==> config.mk <==
export PLATFORM = sky130hd
export DESIGN_NAME = square_root_newton_core
export DESIGN_NICKNAME = d
export VERILOG_FILES = /design/src/rtl/sqrtn_pkg.sv /design/src/rtl/square_root_newton_core.sv /design/src/rtl/sqrtn_datapath.sv /design/src/rtl/sqrtn_ctrl.sv
export SDC_FILE = /design/constraint.sdc
export NUM_CORES = 1
export LEC_CHECK = 0
export ABC_AREA = 1
export BUFFER_PORTS_ARGS = -buffer_cell sky130_fd_sc_hd__buf_2
export CAP_MARGIN = 10
export CORE_ASPECT_RATIO = 0.6
export CORE_MARGIN = 2
export CORE_UTILIZATION = 35
export CTS_BUF_LIST = sky130_fd_sc_hd__clkbuf_16
export DETAILED_ROUTE_END_ITERATION = 10
export GPL_TIMING_DRIVEN = 0
export SLEW_MARGIN = 20
export SYNTH_ARGS = -nofsm -noshare
export SYNTH_HDL_FRONTEND = slang
export SYNTH_SLANG_ARGS = --single-unit
==> constraint.sdc <==
create_clock -name i_clk -period 20.1 [get_ports i_clk]
set_input_delay 2.01 -clock i_clk [delete_from_list [all_inputs] [get_ports i_clk]]
set_output_delay 2.01 -clock i_clk [all_outputs]
set_load 0.02 [all_outputs]
==> src/rtl/sqrtn_pkg.sv <==
// Shared types, constants and seed functions for the Newton square root core.
package sqrtn_pkg;

    localparam int RAD_W          = 48;
    localparam int ROOT_W         = 32;
    localparam int TOL_W          = 16;
    localparam int FRAC_BITS      = 16;
    localparam int NUM_W          = 64;
    localparam int MAX_ITERATIONS = 64;
    localparam int STEP_CNT_W     = 8;
    localparam int DIV_STEPS      = NUM_W;
    localparam int DIV_CNT_W      = $clog2(DIV_STEPS);
    localparam int K_MAX          = 6;
    localparam int K_W            = $clog2(K_MAX + 1);

    localparam logic [TOL_W-1:0] TOL_RESET = TOL_W'(1);

    // 100^(j+1) in Q31.16 units, j = 0 .. K_MAX-1
    localparam logic [NUM_W-1:0] BOUNDS [K_MAX] = '{
        64'd6553600,
        64'd655360000,
        64'd65536000000,
        64'd6553600000000,
        64'd655360000000000,
        64'd65536000000000000
    };

    typedef enum logic [2:0] {
        S_IDLE,
        S_START,
        S_DIV,
        S_STEP,
        S_CHECK,
        S_FINISH
    } t_state;

    typedef struct packed {
        logic load_in;
        logic div_init;
        logic div_step;
        logic step_x;
        logic out_load;
        logic out_hit;
    } t_cmd;

    typedef struct packed {
        logic special;   // negative or zero radicand, no iteration
        logic settled;   // last two values within tolerance, or value hit zero
    } t_status;

    // Least k with radicand <= 100^(k+1), capped at K_MAX
    function automatic logic [K_W-1:0] decade_count(input logic [NUM_W-1:0] rad);
        logic [K_W-1:0] cnt;
        cnt = '0;
        for (int j = 0; j < K_MAX; j++) begin
            if (rad > BOUNDS[j]) begin
                cnt = cnt + K_W'(1);
            end
        end
        return cnt;
    endfunction

    // Start value 7 * 10^k in Q48.16
    function automatic logic [NUM_W-1:0] seed_value(input logic [K_W-1:0] k);
        logic [NUM_W-1:0] v;
        unique case (k)
            K_W'(0): v = 64'd458752;
            K_W'(1): v = 64'd4587520;
            K_W'(2): v = 64'd45875200;
            K_W'(3): v = 64'd458752000;
            K_W'(4): v = 64'd4587520000;
            K_W'(5): v = 64'd45875200000;
            default: v = 64'd458752000000;
        endcase
        return v;
    endfunction

endpackage

==> src/rtl/square_root_newton_core.sv <==
// Top level: Newton square root of a signed Q31.16 radicand into unsigned Q16.16.
// Negative or zero radicand: no iteration. Otherwise n Newton steps run, n from 1 to 64,
// each a bit-serial division plus update and check. One item at a time; the next
// item is taken once the current one is in the output register, even while that result waits.
// Reset (synchronous, active low) idles the controller, drops o_valid, sets tolerance to 1.
module square_root_newton_core (
    input  logic                                i_clk,
    input  logic                                i_rst_n,
    input  logic                                i_valid,
    output logic                                o_stall,
    input  logic signed [sqrtn_pkg::RAD_W-1:0]  i_radicand,
    output logic                                o_valid,
    input  logic                                i_stall,
    output logic [sqrtn_pkg::ROOT_W-1:0]        o_root,
    output logic                                o_negative_error,
    output logic                                o_hit_limit,
    input  logic                                i_cfg_valid,
    output logic                                o_cfg_ready,
    input  logic [sqrtn_pkg::TOL_W-1:0]         i_cfg_data
);
    import sqrtn_pkg::*;

    t_cmd    cmd;
    t_status status;

    assign o_cfg_ready = 1'b1;

    sqrtn_ctrl u_ctrl (
        .i_clk    (i_clk),
        .i_rst_n  (i_rst_n),
        .i_valid  (i_valid),
        .o_stall  (o_stall),
        .o_valid  (o_valid),
        .i_stall  (i_stall),
        .o_cmd    (cmd),
        .i_status (status)
    );

    sqrtn_datapath u_datapath (
        .i_clk            (i_clk),
        .i_rst_n          (i_rst_n),
        .i_cmd            (cmd),
        .o_status         (status),
        .i_radicand       (i_radicand),
        .i_cfg_valid      (i_cfg_valid),
        .i_cfg_data       (i_cfg_data),
        .o_root           (o_root),
        .o_negative_error (o_negative_error),
        .o_hit_limit      (o_hit_limit)
    );

endmodule

==> src/rtl/sqrtn_datapath.sv <==
// Datapath: radicand capture, bit-serial divider, Newton update, tolerance check, result register.
module sqrtn_datapath (
    input  logic                            i_clk,
    input  logic                            i_rst_n,
    input  sqrtn_pkg::t_cmd                 i_cmd,
    output sqrtn_pkg::t_status              o_status,
    input  logic signed [sqrtn_pkg::RAD_W-1:0] i_radicand,
    input  logic                            i_cfg_valid,
    input  logic [sqrtn_pkg::TOL_W-1:0]     i_cfg_data,
    output logic [sqrtn_pkg::ROOT_W-1:0]    o_root,
    output logic                            o_negative_error,
    output logic                            o_hit_limit
);
    import sqrtn_pkg::*;

    logic [TOL_W-1:0]  r_tol;
    logic [NUM_W-1:0]  r_num, r_x, r_prev, r_quo, r_rem;
    logic              r_neg, r_zero;
    logic [ROOT_W-1:0] r_root;
    logic              r_neg_out, r_hit_out;

    logic [NUM_W-1:0] rad_ext;
    logic [NUM_W:0]   rem_sh, rem_sub;
    logic             q_bit;
    logic [NUM_W-1:0] n_rem, n_x, abs_diff;
    logic [ROOT_W-1:0] root_sat;

    assign rad_ext = {{(NUM_W-RAD_W){1'b0}}, $unsigned(i_radicand)};

    // one restoring division step per cycle, dividend shifts out of r_quo
    assign rem_sh  = {r_rem, r_quo[NUM_W-1]};
    assign rem_sub = rem_sh - {1'b0, r_x};
    assign q_bit   = ~rem_sub[NUM_W];
    assign n_rem   = q_bit ? rem_sub[NUM_W-1:0] : rem_sh[NUM_W-1:0];

    // floor((x + q) / 2) without a carry out
    assign n_x = (r_x >> 1) + (r_quo >> 1) + {{(NUM_W-1){1'b0}}, r_x[0] & r_quo[0]};

    assign abs_diff = (r_x > r_prev) ? (r_x - r_prev) : (r_prev - r_x);

    assign root_sat = (r_x > {{(NUM_W-ROOT_W){1'b0}}, {ROOT_W{1'b1}}}) ?
                      {ROOT_W{1'b1}} : r_x[ROOT_W-1:0];

    assign o_status.special = r_neg | r_zero;
    assign o_status.settled = (abs_diff <= {{(NUM_W-TOL_W){1'b0}}, r_tol}) || (r_x == '0);

    always_ff @(posedge i_clk) begin
        if (!i_rst_n) begin
            r_tol <= TOL_RESET;
        end else if (i_cfg_valid) begin
            r_tol <= i_cfg_data;
        end
    end

    always_ff @(posedge i_clk) begin
        if (i_cmd.load_in) begin
            r_num  <= rad_ext << FRAC_BITS;
            r_neg  <= i_radicand[RAD_W-1];
            r_zero <= (i_radicand == '0);
            r_x    <= seed_value(decade_count(rad_ext));
        end
        if (i_cmd.div_init) begin
            r_rem <= '0;
            r_quo <= r_num;
        end else if (i_cmd.div_step) begin
            r_rem <= n_rem;
            r_quo <= {r_quo[NUM_W-2:0], q_bit};
        end
        if (i_cmd.step_x) begin
            r_prev <= r_x;
            r_x    <= n_x;
        end
        if (i_cmd.out_load) begin
            r_root    <= (r_neg | r_zero) ? '0 : root_sat;
            r_neg_out <= r_neg;
            r_hit_out <= i_cmd.out_hit;
        end
    end

    assign o_root           = r_root;
    assign o_negative_error = r_neg_out;
    assign o_hit_limit      = r_hit_out;

endmodule

==> src/rtl/sqrtn_ctrl.sv <==
// Controller: sequences load, divisions and Newton steps, and owns the result handshake.
module sqrtn_ctrl (
    input  logic               i_clk,
    input  logic               i_rst_n,
    input  logic               i_valid,
    output logic               o_stall,
    output logic               o_valid,
    input  logic               i_stall,
    output sqrtn_pkg::t_cmd    o_cmd,
    input  sqrtn_pkg::t_status i_status
);
    import sqrtn_pkg::*;

    t_state r_state, n_state;
    logic [DIV_CNT_W-1:0]  r_div_cnt;
    logic [STEP_CNT_W-1:0] r_steps;
    logic                  r_hit;
    logic                  r_out_valid;

    logic out_free, div_last, at_cap;

    assign out_free = ~r_out_valid | ~i_stall;
    assign div_last = (r_div_cnt == DIV_CNT_W'(DIV_STEPS - 1));
    assign at_cap   = (r_steps >= STEP_CNT_W'(MAX_ITERATIONS));

    always_comb begin
        n_state = r_state;
        unique case (r_state)
            S_IDLE:   if (i_valid) n_state = S_START;
            S_START:  n_state = i_status.special ? S_FINISH : S_DIV;
            S_DIV:    if (div_last) n_state = S_STEP;
            S_STEP:   n_state = S_CHECK;
            S_CHECK: begin
                if (i_status.settled || at_cap) begin
                    n_state = S_FINISH;
                end else begin
                    n_state = S_DIV;
                end
            end
            S_FINISH: if (out_free) n_state = S_IDLE;
            default:  n_state = S_IDLE;
        endcase
    end

    always_comb begin
        o_cmd = '0;
        unique case (r_state)
            S_IDLE:   o_cmd.load_in  = i_valid;
            S_START:  o_cmd.div_init = ~i_status.special;
            S_DIV:    o_cmd.div_step = 1'b1;
            S_STEP:   o_cmd.step_x   = 1'b1;
            S_CHECK:  o_cmd.div_init = ~i_status.settled & ~at_cap;
            S_FINISH: o_cmd.out_load = out_free;
            default:  o_cmd = '0;
        endcase
        o_cmd.out_hit = r_hit;
    end

    assign o_stall = (r_state != S_IDLE);
    assign o_valid = r_out_valid;

    always_ff @(posedge i_clk) begin
        if (!i_rst_n) begin
            r_state     <= S_IDLE;
            r_div_cnt   <= '0;
            r_steps     <= '0;
            r_hit       <= 1'b0;
            r_out_valid <= 1'b0;
        end else begin
            r_state <= n_state;
            unique case (r_state)
                S_START: begin
                    r_div_cnt <= '0;
                    r_steps   <= '0;
                    r_hit     <= 1'b0;
                end
                S_DIV:   r_div_cnt <= r_div_cnt + DIV_CNT_W'(1);
                S_STEP:  r_steps   <= r_steps + STEP_CNT_W'(1);
                S_CHECK: begin
                    r_div_cnt <= '0;
                    r_hit     <= ~i_status.settled;
                end
                default: ;
            endcase
            if (o_cmd.out_load) begin
                r_out_valid <= 1'b1;
            end else if (r_out_valid && !i_stall) begin
                r_out_valid <= 1'b0;
            end
        end
    end

endmodule
# Word-level counts from Yosys, hierarchy flattened

Index checks and enable logic that the tools add are counted.
Widths: inputs -> output; s select.

Memories kept: 0
ROM bits: 0
Input bits: 69
Latch bits: 0
Bits in writable memories: 0
Output and inout port bits: 37
Register bits: 375
Word-level logic and storage cells: 116

Bitwise operators: 10
Magnitude comparators: 10
$add $sub $neg: 12
Reductions and logical operators: 17
Mux-type cells: 36
Equality and inequality tests: 14
Shift-type cells: 0
Divide/modulo/power cells: 0
$mul: 0

Operator list:

| kind                 | count |
|---|---|
| $mux 64              | 6 |
| $pmux 39 s6          | 1 |
| $sub 64x64->64       | 2 |
| $sub 65x64->65       | 1 |
| $add 63x63->64       | 1 |
| $add 64x1->64        | 1 |
| $gt 64x32->1 const B | 1 |
| $gt 64x64->1         | 1 |
| $le 64x16->1         | 1 |
| $logic_not 64->1     | 1 |
| $gt 48x56->1 const B | 1 |
| $gt 48x50->1 const B | 1 |
| $gt 48x23->1 const B | 1 |
| $gt 48x30->1 const B | 1 |
| $gt 48x36->1 const B | 1 |
| $gt 48x43->1 const B | 1 |
| $logic_not 48->1     | 1 |
| $mux 3               | 16 |
| $mux 32              | 1 |
| $pmux 3 s6           | 1 |
| $pmux 8 s2           | 1 |
| $add 3x1->3 const B  | 5 |
| $eq 3x2->1 const B   | 4 |
| $eq 3x3->1 const B   | 4 |
| 21 further kinds     | 44 |

# Longest topological paths before layout

Word-level depth: 22
Gate-level depth with buffers: 42
Gate-level depth less buffers: 38

# Cells and area by module

Synthesis repeated with hierarchy kept, for this count alone.

Cell total of the unflattened synthesis: 5666
Area, all modules: 35500.3 sq um

By module, submodules not included:

| module                  | instances | sequential area each (sq um) | area each (sq um) | cells an instance |
|---|---|---|---|---|
| sqrtn_datapath          | 1         | 9859.5                       | 34508.1           | 5514 |
| sqrtn_ctrl              | 1         | 380.4                        | 980.9             | 150 |
| square_root_newton_core | 1         | 0.0                          | 11.3              | 2 |

# Least setup slack after synthesis

No wires, ideal clock.

Kind: input-to-reg
Start point: input port i_valid
End point: register u_datapath.r_x[0] (enable)
Stages on the path: 2
Arrival time: 6.569 ns
Data required time: 19.526 ns
Slack: 12.956 ns
Setup time: 0.574 ns
Path buffers: 0
Cells stage by stage: inv_1 o21ai_0

Word-level cells in the longest chain between the ends: 2

Ends and longest elaborated chain:

| what                               | line                         | text |
|---|---|---|
| start, declared                    | square_root_newton_core.sv:9 | `input logic i_valid,` |
| $mux 1                             | sqrtn_ctrl.sv:47             | `unique case (r_state)` |
| $reduce_bool 2->1 (no source line) | -                            |  |
| end signal, assigned               | sqrtn_datapath.sv:60         | `r_x <= seed_value(decade_count(rad_ext));` |
| end signal, assigned               | sqrtn_datapath.sv:71         | `r_x <= n_x;` |
| end, declared                      | sqrtn_datapath.sv:17         | `logic [NUM_W-1:0] r_num, r_x, r_prev, r_quo, r_rem;` |

Every way passes these cells.
A chain may end at the register's enable or synchronous reset.

# Final worst setup path

Start point: register u_datapath.r_x[0]
End point: register u_datapath.r_quo[51] (enable)

Word-level cells in the longest chain between the ends: 8
Elaborated cells on any way between the ends: 11
Classes of those cells: add/sub (2); order compare (2); mux (2); bitwise (2); reduce/logical (3)

Ends and longest elaborated chain:

| what                                           | line                 | text |
|---|---|---|
| $sub 64x64->64 or $gt 64x64->1 (tied branches) | sqrtn_datapath.sv:39 | `assign abs_diff = (r_x > r_prev) ? (r_x - r_prev) : (r_prev - r_x);` |
| $mux 64                                        | sqrtn_datapath.sv:39 |  |
| $le 64x16->1                                   | sqrtn_datapath.sv:45 | `assign o_status.settled = (abs_diff <= {{(NUM_W-TOL_W){1'b0}}, r_tol}) \|\| (r_x == '0);` |
| $logic_or 1x1->1 *                             | sqrtn_datapath.sv:45 |  |
| $not 1->1 *                                    | sqrtn_ctrl.sv:52     | `S_CHECK: o_cmd.div_init = ~i_status.settled & ~at_cap;` |
| $and 1x1->1 *                                  | sqrtn_ctrl.sv:52     |  |
| $pmux 1 s2 *                                   | sqrtn_ctrl.sv:47     |  |
| $reduce_bool 2->1 (no source line) *           | -                    |  |
| end signal, assigned                           | sqrtn_datapath.sv:64 | `r_quo <= r_num;` |
| end signal, assigned                           | sqrtn_datapath.sv:67 | `r_quo <= {r_quo[NUM_W-2:0], q_bit};` |
| end, declared                                  | sqrtn_datapath.sv:17 |  |

Every way passes the cells marked *; elsewhere a longest branch is shown, timed or not.

==> flow_metrics.py <==
metrics = {
    "outcome": {
        "outcome": "finished clean",
    },
    "synth": {
        "synth.area.top_cells": "edfxtp_1 24%, nand2_1 18%, inv_1 10%",
        "syn_avg_cell_area_um2": 6.56,
        "yosysTopAreaCell": "edfxtp_1",
        "ys_types": 59,
        "yosys_most_used_dff": "edfxtp_1",
        "syn_nets": 5574,
        "yosys_warnings": 0,
        "ys_async_sr_fraction_pct": 0,
        "synth_edf_count": 275,
        "yosys_register_bits": 374,
        "syn-instance-count": 5226,
        "yosysTopAreaCellShare_pct": 24.1,
        "netlist_area_um2": 34300,
        "ys_seq_area_share_pct": 29.9,
    },
    "power_and_ir_drop": {
        "p_int_w": 0.00254,
        "vdd_ir_drop_max_mv": 0.0706,
        "p_per_area_nw_per_um2": 149,
        "clkPwrFrac_pct": 13.1,
        "p_seq_share_pct": 23.3,
        "sw_frac_of_total_pct": 54.9,
        "netSwitchingPower_w": 0.00310,
        "p_leak_nw": 19.0,
        "p_comb_share_pct": 63.6,
    },
    "worst_hold_path": {
        "min_from": "u_ctrl.r_hit$_SDFFE_PN0N_",
        "hold_path_end": "u_datapath.o_hit_limit$_DFFE_PP_",
        "hold_depth": 0,
        "hold_path.class": "register to register",
    },
    "setup_path": {
        "worstSetupPathType": "register to register",
        "path_max_fanout": 52,
        "arrival_ns": 8.50,
        "timing.rr.end": "u_datapath.r_quo[51]$_DFFE_PP_",
        "cp-end-kind": "register",
        "path_common_cell": "nand2_1",
        "cpPeakStageDelay_ns": 0.52,
        "reg2reg_slack_ns": 11.90,
        "cp-start-kind": "register",
        "reg2regPathDepth": 41,
        "required_ns": 20.40,
        "cpMaxStageDelayCell": "fa_1",
        "critPathBufInv": 11,
        "critical-path-top-delay-family": "simple AND/OR/NAND/NOR gates",
        "r2r_start": "u_datapath.r_x[0]$_SDFFCE_PN0P_",
    },
    "layout": {
        "fillers": 10400,
        "instances_no_fill": 6717,
        "fin_nets": 5729,
        "syn_to_final_growth_pct": 10.7,
        "layout-drive-gt1-share_pct": 5.62,
        "final_common_cell": "nand2_1",
        "final_cell_mix": "1648 x nand2_1, 946 x inv_1, 443 x nor2_1",
    },
    "clock_tree": {
        "cts_resized": 0,
        "cts_buffers": 41,
        "cts_hold_buf": 0,
        "cts.path.max_buffers": 3,
        "clk_pin_slew_ns": 0.06,
        "post_cts_buffers": 0,
        "cts.sinks": 374,
        "htreeDepth": 2,
        "clockRootBuffer": "clkbuf_16",
        "clk_latency_ns": 0.60,
        "cts_tree": "built",
    },
    "floorplanning": {
        "placementRows": 88,
        "fp.dieH_um": 246,
        "initial_core_util_pct": 35.5,
        "fp.coreArea_um2": 96600,
        "die_w_um": 408,
        "pin_count": 106,
        "die_area_um2": 101000,
    },
    "global_routing": {
        "overflow": 0,
        "track_usage_pct": 27.0,
        "grt_max_degree": 53,
        "grt_pass1_vias": 31400,
        "grt_pass1_wl_mm": 203,
        "antenna_found_initial": 3,
    },
    "placed_design": {
        "io_buffer_count": 104,
        "gp_congestion": 1.03,
        "dpl.cell_count": 6643,
        "hpwl_mm": 119,
    },
    "drt": {
        "wl_per_cell_um": 20.7,
        "via_per_inst": 5.25,
        "dr.pass1.iters": 7,
        "drt_iter0_drc": 4204,
        "drc": 0,
        "routed_wl_mm": 139,
        "antenna_left": 0,
        "via_count": 35200,
    },
    "sta": {
        "min_period_ns": 8.20,
        "maxSlewViolCount": 0,
        "setup_violations": 0,
        "worst_pin_slew_ns": 1.16,
        "finalSetupTns_ns": 0,
        "slew_headroom_pct": 22.7,
        "finalCritPeriodShare_pct": 40.8,
        "hold_viol_final": 0,
        "skew_ns": 0.0593,
        "rsz0062_at_grt": "no",
        "timing.fmax_mhz": 122,
    },
    "flow_run": {
        "maxCapViolations": 0,
    },
}
## stage by stage
step           instance area (um^2)  util (%)  setup slack, ns  hold WS, ns  power [W]
6_report                      37900      39.3            11.90        0.464    0.00564
5_1_grt                       37900      39.3            11.43        0.479    0.00603
4_1_cts                       37900      39.3            12.03        0.470    0.00553
3_5_place_dp                  36700      38.0            12.06        0.458    0.00477
3_3_place_gp                  36400      37.7             9.62        0.453    0.00475
2_1_floorplan                 34300         -            12.96        0.409    0.00355
## power by group through the flow
stage               clock network (W)  registers [W]  logic [W]
floorplan                           0        0.00122    0.00233
global placement                    0        0.00134    0.00341
detailed placement                  0        0.00132    0.00345
CTS                          0.000756        0.00130    0.00347
global route                 0.000781        0.00133    0.00392
finish                       0.000739        0.00132    0.00359
## flip-flops by register name (all words and copies together), names as in the netlist, 3 cells and up
name / count
u_ctrl.r_div_cnt: 6
u_datapath.r_prev: 64
u_ctrl.r_state: 3
u_datapath.o_root: 32
u_datapath.r_quo: 64
u_datapath.r_num: 47
u_ctrl.r_steps: 8
u_datapath.r_x: 64
u_datapath.r_rem: 64
u_datapath.r_tol: 16
## Yosys cell counts (all sizes together), types with 42 or more instances
| master | number |
|---|---|
| a21oi | 430 |
| a31oi | 93 |
| buf | 52 |
| dfxtp | 99 |
| edfxtp | 275 |
| ha | 274 |
| inv | 950 |
| nand2 | 1660 |
| nand3 | 240 |
| nand4 | 42 |
| nor2 | 453 |
| o211ai | 48 |
| o21ai | 231 |
| xnor2 | 58 |
| xor2 | 64 |
## final cells by class
| cell class | count | area (um^2) | share of cell area [%] |
|---|---|---|---|
| diodes | 1 | 2.50 | 0.00659 |
| repair buffers | 112 | 706 | 1.86 |
| clock buffers | 43 | 1080 | 2.84 |
| flip-flops and latches | 374 | 10200 | 27.0 |
| multi-input cells | 3810 | 20000 | 52.8 |
| plain buffers | 90 | 484 | 1.28 |
| inverters | 952 | 3580 | 9.42 |
| well taps | 1305 | 1630 | 4.30 |
| clock inverters | 30 | 210 | 0.554 |
## worst max-delay path by stage
stage                                                from                          endpoint  slack, ns  cells past startpoint
after floorplan                                   i_valid   u_datapath.r_x[0]$_SDFFCE_PN0P_      12.96                      2
after global placement                            i_valid  u_datapath.r_x[55]$_SDFFCE_PN0P_       9.62                      3
after detailed placement  u_datapath.r_x[0]$_SDFFCE_PN0P_    u_datapath.r_quo[61]$_DFFE_PP_      12.06                     41
after CTS                 u_datapath.r_x[0]$_SDFFCE_PN0P_    u_datapath.r_quo[52]$_DFFE_PP_      12.03                     41
after global routing      u_datapath.r_x[0]$_SDFFCE_PN0P_    u_datapath.r_quo[52]$_DFFE_PP_      11.43                     41
final                     u_datapath.r_x[0]$_SDFFCE_PN0P_    u_datapath.r_quo[51]$_DFFE_PP_      11.90                     41
## per-layer routing
metal  wire length, um  GRT usage [%]
met1             73100           44.9
met2             48300           33.8
met4              1840           4.02
met5                13              0
met3             16100           6.57
## logic make-up after synthesis
kind of cell             count (synthesis)  share of synthesized area (%)
AND/OR/NAND/NOR                       2497                           29.9
buffers and inverters                 1042                           11.8
AO/OA/AOI/OAI                          910                           14.9
flip-flops                             374                           29.9
adder cells (fa/ha/maj)                279                           10.3
XOR/XNOR                               122                           3.12
other                                    1                         0.0109
multiplexers                             1                         0.0292
No activity file was read; power rests on OpenSTA's default activity.
